## config.mk

```make
export PLATFORM = sky130hd
export DESIGN_NAME = sensor_frame_deframer
export DESIGN_NICKNAME = d
export VERILOG_FILES = /design/src/design/sfd_pkg.sv /design/src/design/sensor_frame_deframer.sv /design/src/design/sfd_ctrl.sv /design/src/design/sfd_datapath.sv
export VERILOG_INCLUDE_DIRS = /design/src /design/src/design
export SDC_FILE = /design/constraint.sdc
export NUM_CORES = 1
export LEC_CHECK = 0
export ABC_AREA = 0
export BUFFER_PORTS_ARGS = -buffer_cell sky130_fd_sc_hd__buf_2
export CAP_MARGIN = 10
export CELL_PAD_IN_SITES_DETAIL_PLACEMENT = 1
export CELL_PAD_IN_SITES_GLOBAL_PLACEMENT = 1
export CORE_ASPECT_RATIO = 1.75
export CORE_MARGIN = 1.5
export CORE_UTILIZATION = 30
export DETAILED_ROUTE_END_ITERATION = 10
export GPL_TIMING_DRIVEN = 1
export PLACE_DENSITY_LB_ADDON = 0.08
export SLEW_MARGIN = 15
export SYNTH_ARGS = -nofsm -noshare
export SYNTH_HDL_FRONTEND = slang
export SYNTH_SLANG_ARGS = --single-unit
```

## constraint.sdc

```tcl
create_clock -name clock -period 5.45 [get_ports clock]
set_input_delay 0 -clock clock [delete_from_list [all_inputs] [get_ports clock]]
set_output_delay 0 -clock clock [all_outputs]
set_load 0.005 [all_outputs]
```

## src/design/sensor_frame_deframer_defines.svh

```systemverilog
// Assertion macros for the deframer
`ifndef SENSOR_FRAME_DEFRAMER_DEFINES_SVH
`define SENSOR_FRAME_DEFRAMER_DEFINES_SVH

`ifndef SYNTH
`define SFD_ASSERT(label, clk, rst, prop) \
   label: assert property (@(posedge clk) disable iff (rst) prop) \
      else $error("%m: check failed");
`define SFD_ASSERT_ALWAYS(label, clk, prop) \
   label: assert property (@(posedge clk) prop) \
      else $error("%m: check failed");
`else
`define SFD_ASSERT(label, clk, rst, prop)
`define SFD_ASSERT_ALWAYS(label, clk, prop)
`endif

`endif

```

## src/design/sfd_pkg.sv

```systemverilog
package sfd_pkg;

   localparam int BUF_DEPTH     = 128;
   localparam int ADDR_W        = $clog2(BUF_DEPTH);
   localparam int FRAME_BYTES   = 56;
   localparam int CHECKED_BYTES = 53;
   localparam int LEN_VALUE     = 50;
   localparam int SUM_W         = $clog2(CHECKED_BYTES * 255 + 1);
   localparam int NUM_VALUES    = 24;
   localparam int IDX_W         = 5;
   localparam int VALUE_W       = 25;
   localparam int POS_W         = 6;
   localparam int ACC_W         = 24;

   localparam logic [7:0] HDR_FIRST  = 8'hAA;
   localparam logic [7:0] HDR_SECOND = 8'h55;
   localparam logic [7:0] TAIL_BYTE  = 8'hEE;

   typedef struct packed {
      logic byte_take;
      logic start_emit;
      logic issue_read;
      logic shift_in;
      logic next_value;
      logic load_out;
   } sfd_cmd_type;

   typedef struct packed {
      logic rx_enable;
      logic frame_good;
      logic bytes_done;
      logic last_value;
      logic out_free;
   } sfd_status_type;

   function automatic logic [POS_W-1:0] value_start(input logic [IDX_W-1:0] idx);
      logic [POS_W-1:0] pos;
      pos = '0;
      if (idx < IDX_W'(9)) begin
         pos = POS_W'(3) + {idx[POS_W-2:0], 1'b0};
      end else if (idx >= IDX_W'(15) && idx < IDX_W'(23)) begin
         pos = POS_W'(35) + {(idx[POS_W-2:0] - (POS_W-1)'(15)), 1'b0};
      end else begin
         unique case (idx)
            IDX_W'(9):  pos = POS_W'(24);
            IDX_W'(10): pos = POS_W'(21);
            IDX_W'(11): pos = POS_W'(27);
            IDX_W'(12): pos = POS_W'(31);
            IDX_W'(13): pos = POS_W'(29);
            IDX_W'(14): pos = POS_W'(33);
            default:    pos = POS_W'(51);
         endcase
      end
      return pos;
   endfunction

   function automatic logic value_wide(input logic [IDX_W-1:0] idx);
      return (idx == IDX_W'(9)) || (idx == IDX_W'(10));
   endfunction

   function automatic logic value_neg(input logic [IDX_W-1:0] idx);
      return (idx == IDX_W'(10)) || (idx == IDX_W'(13));
   endfunction

endpackage

```

## src/design/sensor_frame_deframer.sv

```systemverilog
// Serial frame deframer. Takes one received byte per beat on req_ while reception is
// enabled (csr_receive_enable, reset 1) and stores it in a 128-byte frame buffer; AA 55
// empties the buffer and EE EE closes a frame. A 56-byte frame with length byte 50 and a
// matching mean-checksum byte is read out as 24 sign-extended values on rsp_, indices 10
// and 13 negated and index 23 flagged by rsp_last. A byte that closes no good frame does
// not stall req_. After a good frame req_stall stays high while the readout runs off the
// single read port of the frame buffer, one stored byte at a time, and waits while
// rsp_stall holds a pending value on rsp_. The buffer needs no clearing after reset.
module sensor_frame_deframer import sfd_pkg::*; (
   input  logic                      clock,
   input  logic                      reset,
   input  logic                      req_valid,
   output logic                      req_stall,
   input  logic [7:0]                req_rx_byte,
   input  logic                      csr_valid,
   output logic                      csr_ready,
   input  logic                      csr_receive_enable,
   output logic                      rsp_valid,
   input  logic                      rsp_stall,
   output logic [IDX_W-1:0]          rsp_value_index,
   output logic signed [VALUE_W-1:0] rsp_value,
   output logic                      rsp_last
);

   sfd_cmd_type    cmd;
   sfd_status_type status;

   sfd_ctrl u_ctrl (
      .clock     (clock),
      .reset     (reset),
      .req_valid (req_valid),
      .req_stall (req_stall),
      .status    (status),
      .cmd       (cmd)
   );

   sfd_datapath u_datapath (
      .clock              (clock),
      .reset              (reset),
      .req_rx_byte        (req_rx_byte),
      .csr_valid          (csr_valid),
      .csr_ready          (csr_ready),
      .csr_receive_enable (csr_receive_enable),
      .cmd                (cmd),
      .status             (status),
      .rsp_valid          (rsp_valid),
      .rsp_stall          (rsp_stall),
      .rsp_value_index    (rsp_value_index),
      .rsp_value          (rsp_value),
      .rsp_last           (rsp_last)
   );

endmodule

```

## src/design/sfd_ctrl.sv

```systemverilog
`include "sensor_frame_deframer_defines.svh"

module sfd_ctrl import sfd_pkg::*; (
   input  logic           clock,
   input  logic           reset,
   input  logic           req_valid,
   output logic           req_stall,
   input  sfd_status_type status,
   output sfd_cmd_type    cmd
);

   localparam logic [1:0] S_IDLE  = 2'd0;
   localparam logic [1:0] S_READ  = 2'd1;
   localparam logic [1:0] S_SHIFT = 2'd2;
   localparam logic [1:0] S_EMIT  = 2'd3;

   logic [1:0] state_ff;
   logic [1:0] state_in;

   always_comb begin
      cmd       = '0;
      state_in  = state_ff;
      req_stall = (state_ff != S_IDLE);
      unique case (state_ff)
         S_IDLE: begin
            cmd.byte_take = req_valid && status.rx_enable;
            if (cmd.byte_take && status.frame_good) begin
               cmd.start_emit = 1'b1;
               state_in       = S_READ;
            end
         end
         S_READ: begin
            cmd.issue_read = 1'b1;
            state_in       = S_SHIFT;
         end
         S_SHIFT: begin
            cmd.shift_in = 1'b1;
            state_in     = status.bytes_done ? S_EMIT : S_READ;
         end
         S_EMIT: begin
            if (status.out_free) begin
               cmd.load_out = 1'b1;
               if (status.last_value) begin
                  state_in = S_IDLE;
               end else begin
                  cmd.next_value = 1'b1;
                  state_in       = S_READ;
               end
            end
         end
         default: state_in = S_IDLE;
      endcase
   end

   always_ff @(posedge clock) begin
      if (reset) begin
         state_ff <= S_IDLE;
      end else begin
         state_ff <= state_in;
      end
   end

   `SFD_ASSERT(a_load_needs_room, clock, reset, cmd.load_out |-> status.out_free)
   `SFD_ASSERT(a_start_stalls, clock, reset, cmd.start_emit |=> req_stall)
   `SFD_ASSERT(a_final_returns, clock, reset,
      (state_ff == S_EMIT && status.out_free && status.last_value) |=> !req_stall)

endmodule

```

## src/design/sfd_datapath.sv

```systemverilog
`include "sensor_frame_deframer_defines.svh"

module sfd_datapath import sfd_pkg::*; (
   input  logic                      clock,
   input  logic                      reset,
   input  logic [7:0]                req_rx_byte,
   input  logic                      csr_valid,
   output logic                      csr_ready,
   input  logic                      csr_receive_enable,
   input  sfd_cmd_type               cmd,
   output sfd_status_type            status,
   output logic                      rsp_valid,
   input  logic                      rsp_stall,
   output logic [IDX_W-1:0]          rsp_value_index,
   output logic signed [VALUE_W-1:0] rsp_value,
   output logic                      rsp_last
);

   logic [7:0]         frame_mem [BUF_DEPTH];
   logic               rx_enable_ff;
   logic [ADDR_W-1:0]  count_ff;
   logic [ADDR_W-1:0]  count_in;
   logic [7:0]         prev_ff;
   logic [SUM_W-1:0]   sum_ff;
   logic [SUM_W-1:0]   sum_in;
   logic [7:0]         len_ff;
   logic [7:0]         chk_ff;
   logic [7:0]         rd_data_ff;
   logic [IDX_W-1:0]   idx_ff;
   logic [1:0]         bcnt_ff;
   logic [ACC_W-1:0]   acc_ff;
   logic               rsp_valid_ff;
   logic [IDX_W-1:0]   rsp_value_index_ff;
   logic [VALUE_W-1:0] rsp_value_ff;
   logic               rsp_last_ff;

   logic               hdr_hit;
   logic               tail_hit;
   logic               wrap_hit;
   logic [SUM_W-1:0]   chk_prod;
   logic               sum_ok;
   logic [ADDR_W-1:0]  rd_addr;
   logic [VALUE_W-1:0] raw_val;
   logic [VALUE_W-1:0] out_val;

   assign csr_ready = 1'b1;

   assign hdr_hit  = (count_ff != '0) && (prev_ff == HDR_FIRST) && (req_rx_byte == HDR_SECOND);
   assign tail_hit = (count_ff >= ADDR_W'(3)) && (prev_ff == TAIL_BYTE)
                     && (req_rx_byte == TAIL_BYTE);
   assign wrap_hit = (count_ff == ADDR_W'(BUF_DEPTH - 1));
   assign chk_prod = SUM_W'(chk_ff) * SUM_W'(CHECKED_BYTES);
   assign sum_ok   = (sum_ff >= chk_prod)
                     && ({1'b0, sum_ff} < ({1'b0, chk_prod} + (SUM_W+1)'(CHECKED_BYTES)));

   always_comb begin
      count_in = count_ff + ADDR_W'(1);
      sum_in   = sum_ff;
      if (count_ff < ADDR_W'(CHECKED_BYTES)) begin
         sum_in = sum_ff + SUM_W'(req_rx_byte);
      end
      if (hdr_hit || tail_hit || wrap_hit) begin
         count_in = '0;
         sum_in   = '0;
      end
   end

   assign rd_addr = ADDR_W'(value_start(idx_ff)) + ADDR_W'(bcnt_ff);
   assign raw_val = value_wide(idx_ff) ? {acc_ff[ACC_W-1], acc_ff}
                                       : {{(VALUE_W-16){acc_ff[15]}}, acc_ff[15:0]};
   assign out_val = value_neg(idx_ff) ? (~raw_val + VALUE_W'(1)) : raw_val;

   assign status.rx_enable  = rx_enable_ff;
   assign status.frame_good = (count_ff == ADDR_W'(FRAME_BYTES - 1)) && tail_hit
                              && (len_ff == 8'(LEN_VALUE)) && sum_ok;
   assign status.bytes_done = (bcnt_ff == (value_wide(idx_ff) ? 2'd3 : 2'd2));
   assign status.last_value = (idx_ff == IDX_W'(NUM_VALUES - 1));
   assign status.out_free   = !rsp_valid_ff || !rsp_stall;

   always_ff @(posedge clock) begin
      if (cmd.byte_take) begin
         frame_mem[count_ff] <= req_rx_byte;
      end
      if (cmd.issue_read) begin
         rd_data_ff <= frame_mem[rd_addr];
      end
   end

   always_ff @(posedge clock) begin
      if (reset) begin
         rx_enable_ff <= 1'b1;
         count_ff     <= '0;
         sum_ff       <= '0;
         idx_ff       <= '0;
         bcnt_ff      <= '0;
         rsp_valid_ff <= 1'b0;
      end else begin
         if (csr_valid) begin
            rx_enable_ff <= csr_receive_enable;
         end
         if (cmd.byte_take) begin
            count_ff <= count_in;
            sum_ff   <= sum_in;
         end
         if (cmd.start_emit || cmd.next_value) begin
            bcnt_ff <= '0;
         end else if (cmd.issue_read) begin
            bcnt_ff <= bcnt_ff + 2'd1;
         end
         if (cmd.start_emit) begin
            idx_ff <= '0;
         end else if (cmd.next_value) begin
            idx_ff <= idx_ff + IDX_W'(1);
         end
         if (cmd.load_out) begin
            rsp_valid_ff <= 1'b1;
         end else if (!rsp_stall) begin
            rsp_valid_ff <= 1'b0;
         end
      end
   end

   always_ff @(posedge clock) begin
      if (cmd.byte_take) begin
         prev_ff <= req_rx_byte;
         if (count_ff == ADDR_W'(2)) begin
            len_ff <= req_rx_byte;
         end
         if (count_ff == ADDR_W'(CHECKED_BYTES)) begin
            chk_ff <= req_rx_byte;
         end
      end
      if (cmd.shift_in) begin
         acc_ff <= {acc_ff[ACC_W-9:0], rd_data_ff};
      end
      if (cmd.load_out) begin
         rsp_value_index_ff <= idx_ff;
         rsp_value_ff       <= out_val;
         rsp_last_ff        <= status.last_value;
      end
   end

   assign rsp_valid       = rsp_valid_ff;
   assign rsp_value_index = rsp_value_index_ff;
   assign rsp_value       = signed'(rsp_value_ff);
   assign rsp_last        = rsp_last_ff;

   `SFD_ASSERT(a_start_clears, clock, reset, cmd.start_emit |=> (count_ff == '0 && sum_ff == '0))
   `SFD_ASSERT(a_last_on_final, clock, reset,
      cmd.load_out |=> (rsp_last_ff == (rsp_value_index_ff == IDX_W'(NUM_VALUES - 1))))

endmodule

```

==> impl_metrics.env <==
export IMPL_antenna_left=0
export IMPL_synthFlopType="edfxtp_1"
export IMPL_hold_viol=0
export IMPL_synthAdderAreaFrac=0.0341
export IMPL_synth_edf_count=791
export IMPL_wl_um=112000
export IMPL_cp_start_kind="flip-flop"
export IMPL_worstMarginPinSlew_ps=1020
export IMPL_status="finished clean"
export IMPL_htree_levels=3
export IMPL_drt_met1_wl_um=41500
export IMPL_drc=0
export IMPL_final_cell_mix="edfxtp_1, mux4_2, nor2_1"
export IMPL_post_drt_wl_per_cell_um=27.2
export IMPL_via_count=21300
export IMPL_ys_top_cells_by_area="edfxtp_1, mux4_2, ha_1"
export IMPL_die_area_sq_um=125000
export IMPL_powerDensity_nw_per_um2=298
export IMPL_cp_top_family="simple AND/OR/NAND/NOR gates"
export IMPL_synth_top_family_by_area="multiplexers"
export IMPL_crit_arrival_ps=5670
export IMPL_vias_per_cell=5.15
export IMPL_slew_viol_final=0
export IMPL_fp_dieH_um=467
export IMPL_clk_pin_slew_worst_paths_ps=70
export IMPL_skew_ps=36.4
export IMPL_wl_met2_um=62800
export IMPL_slew_limit_headroom=0.314
export IMPL_comb_power_share=0.022
export IMPL_start_util=0.302
export IMPL_syn_to_final_growth_pct=16.0
export IMPL_crit_chain="ha_1 > and3_1 > ha_1 > nor2_1 > a22oi_1 > or4_4 > ha_4 > inv_1 > fa_4 > buf_12 > buf_12 > mux4_2 > a221oi_1 > a211oi_1 > o31ai_1 > o32ai_1 > or4_1"
export IMPL_p_sw_frac=0.216
export IMPL_ir_worst_vdd_mv=0.237
export IMPL_final_common_cell="edfxtp_1"
export IMPL_synthMuxAreaShare=0.130
export IMPL_synthSimpleGateAreaFrac=0.0532
export IMPL_grt_pass1_wl_um=164000
export IMPL_fin_area_sq_um=42900
export IMPL_numPortBuffers=46
export IMPL_drtIter0Drc=1244
export IMPL_critical_path_slowest_cell="fa_4"
export IMPL_clock_latency_ps=680
export IMPL_cp_max_fo=22
export IMPL_p_int_mw=10.0
export IMPL_clockBufferDepth=3
export IMPL_num_rows=170
export IMPL_yosys_register_bits=823
export IMPL_async_flop_share=0
export IMPL_io_pins=48
export IMPL_fin_crit_ps=5280
export IMPL_p_sw_mw=2.76
export IMPL_worstSetupPathType="flip-flop to flip-flop"
export IMPL_max_freq_ghz=0.190
export IMPL_antenna_found_initial=7
export IMPL_cts_buffers=82
export IMPL_grtUsageTotal=0.183
export IMPL_top_layer="met5"
export IMPL_die_width_um=268
export IMPL_gp_congestion=0.782
export IMPL_syn_inst=2291
export IMPL_final_cells=4127
export IMPL_clkPwrFrac=0.433
export IMPL_cpPeakStageDelay_ps=670
export IMPL_dp_hpwl_um=76000
export IMPL_crit_buf_inv=3
export IMPL_cts_sinks=823
export IMPL_wl_met3_um=3310
export IMPL_grt_pass1_vias=23200
export IMPL_maxCapViolations=0
export IMPL_synth_fp_nets=2399
export IMPL_synth_seq_area_share=0.660
export IMPL_cts_tree="yes"
export IMPL_overflow=0
export IMPL_worstHoldPathType="primary input to flip-flop"
export IMPL_crit_required_ps=5850
export IMPL_grt_max_degree=103
export IMPL_yosys_area_top_type_share=0.643
export IMPL_drive_gt1_frac=0.218
export IMPL_synthXorXnorAreaFrac=0.0168
export IMPL_ys_warn_count=0
export IMPL_first_pass_iters=5
export IMPL_place_inst=3956
export IMPL_synthDistinctLibCells=75
export IMPL_p_seq_frac=0.545
export IMPL_core_area_sq_um=122000
export IMPL_syn_area_per_cell_sq_um=16.1
export IMPL_p_leak_nw=14.2
export IMPL_post_route_period_util=0.968
export IMPL_syn_cell_area_sq_um=36900
export IMPL_setup_viol=0
export IMPL_crit_path_end_kind="flip-flop"
export IMPL_nets=2530
export IMPL_cts_root_buffer="clkbuf_16"
export IMPL_placed_area_sq_um=39900
export IMPL_synth_top_area_cell="edfxtp_1"
export IMPL_fillCellCount=12300
export IMPL_synth_compound_gate_area_share=0.0830
-- logic make-up (layout without fill, tap and decap cells) --
kind of cell,count (synthesis),count (layout)
DFF,823,823
AOI/OAI and AO/OA,434,434
and+or+nand+nor,430,430
muxes,236,236
buffers and inverters,204,402
adders and majority gates,94,94
xor gates and xnor gates,69,69
other,1,5
-- cell type report --
cell class	instances	area [sq um]	area share
timing repair buffer	199	1650	0.0385
antenna	4	10.0	0.000234
clock inverter	43	395	0.00923
tap	1634	2040	0.0477
multi-input combinational	1264	12000	0.280
sequential	823	24400	0.569
clock buffer	108	2180	0.0509
inverter	52	195	0.00455
-- synth_stat cells (all sizes together), types with 11 or more instances --
library cell and number:
a22oi 72, dfxtp 32, nor2 155, mux4 192
xnor2 48, buf 42, fa 11, nor2b 13
clkbuf 110, mux2i 43, o31ai 16, nand4 16
nand3 24, nor3 36, a211oi 65, o21ai 40
xor2 21, ha 83, inv 51, or4 11
edfxtp 791, a21o 12, nand2 129, a21oi 100
a221oi 66
-- layer usage --
metal | track usage | up-vias
met5 | 0 | -
met4 | 0.0839 | 2
li1 | - | 9505
met3 | 0.0230 | 164
met1 | 0.198 | 11200
met2 | 0.348 | 381
-- sequential cells by signal (all words and copies together), names as in the netlist, 2 cells and up --
name,count
u_datapath.len_ff,8
u_datapath.sum_ff,14
u_datapath.rd_data_ff,8
u_datapath.count_ff,7
u_ctrl.state_ff,2
u_datapath.acc_ff,24
u_datapath.idx_ff,5
u_datapath.frame_mem,704
u_datapath.rsp_value,25
u_datapath.chk_ff,8
u_datapath.prev_ff,8
u_datapath.bcnt_ff,2
u_datapath.rsp_value_index,5
-- through the flow --
| step | total power [mW] | setup TNS [ps] | utilization | worst slack [ps] | hold slack, ps |
|---|---|---|---|---|---|
| 6_report | 12.8 | 0 | 0.350 | 174 | 81.3 |
| 5_1_grt | 13.2 | -16.5 | 0.350 | -5.85 | 64.2 |
| 4_1_cts | 13.0 | 0 | 0.349 | 22.6 | 11.4 |
| 3_5_place_dp | 7.38 | -996 | 0.326 | -156 | 211 |
| 3_3_place_gp | 7.37 | -894 | 0.326 | -131 | 214 |
| 2_1_floorplan | 7.19 | 0 | - | 39.5 | 98.9 |
-- power by group through the flow --
stage	combinational, mW	sequential, mW	clock (mW)
floorplan	0.0988	7.09	0
global route	0.307	6.96	5.90
detailed placement	0.277	7.10	0
global placement	0.268	7.10	0
CTS	0.288	6.96	5.74
finish	0.275	6.96	5.53
-- worst paths after layout --
path / startpoint / endpoint / slack (ps) / cells after the start
worst min register to register: u_datapath.rd_data_ff[5]$_DFFE_PN_ / u_datapath.acc_ff[5]$_DFFE_PP_ / 420 / 0
worst max-delay path: u_datapath.idx_ff[0]$_SDFFE_PP0P_ / u_datapath.rd_data_ff[5]$_DFFE_PN_ / 170 / 17
worst min-delay path: csr_valid / u_datapath.rx_enable_ff$_SDFFE_PP1P_ / 80 / 3
worst max register to register: u_datapath.idx_ff[0]$_SDFFE_PP0P_ / u_datapath.rd_data_ff[5]$_DFFE_PN_ / 170 / 17
-- repair_timing --
action	4_1_cts	5_1_grt
setup buffers	1	1
resized for setup	6	31
pin swaps	2	8
hold endpoints to repair	204	0
setup endpoints to repair	8	16
hold buffers	14	0
-- worst min-delay path, cell delays in order --
cell	delay [ps]
buf_2	90
a211o_1	110
dlygate4sd3_1	530
(Power assumes the default switching activity.)
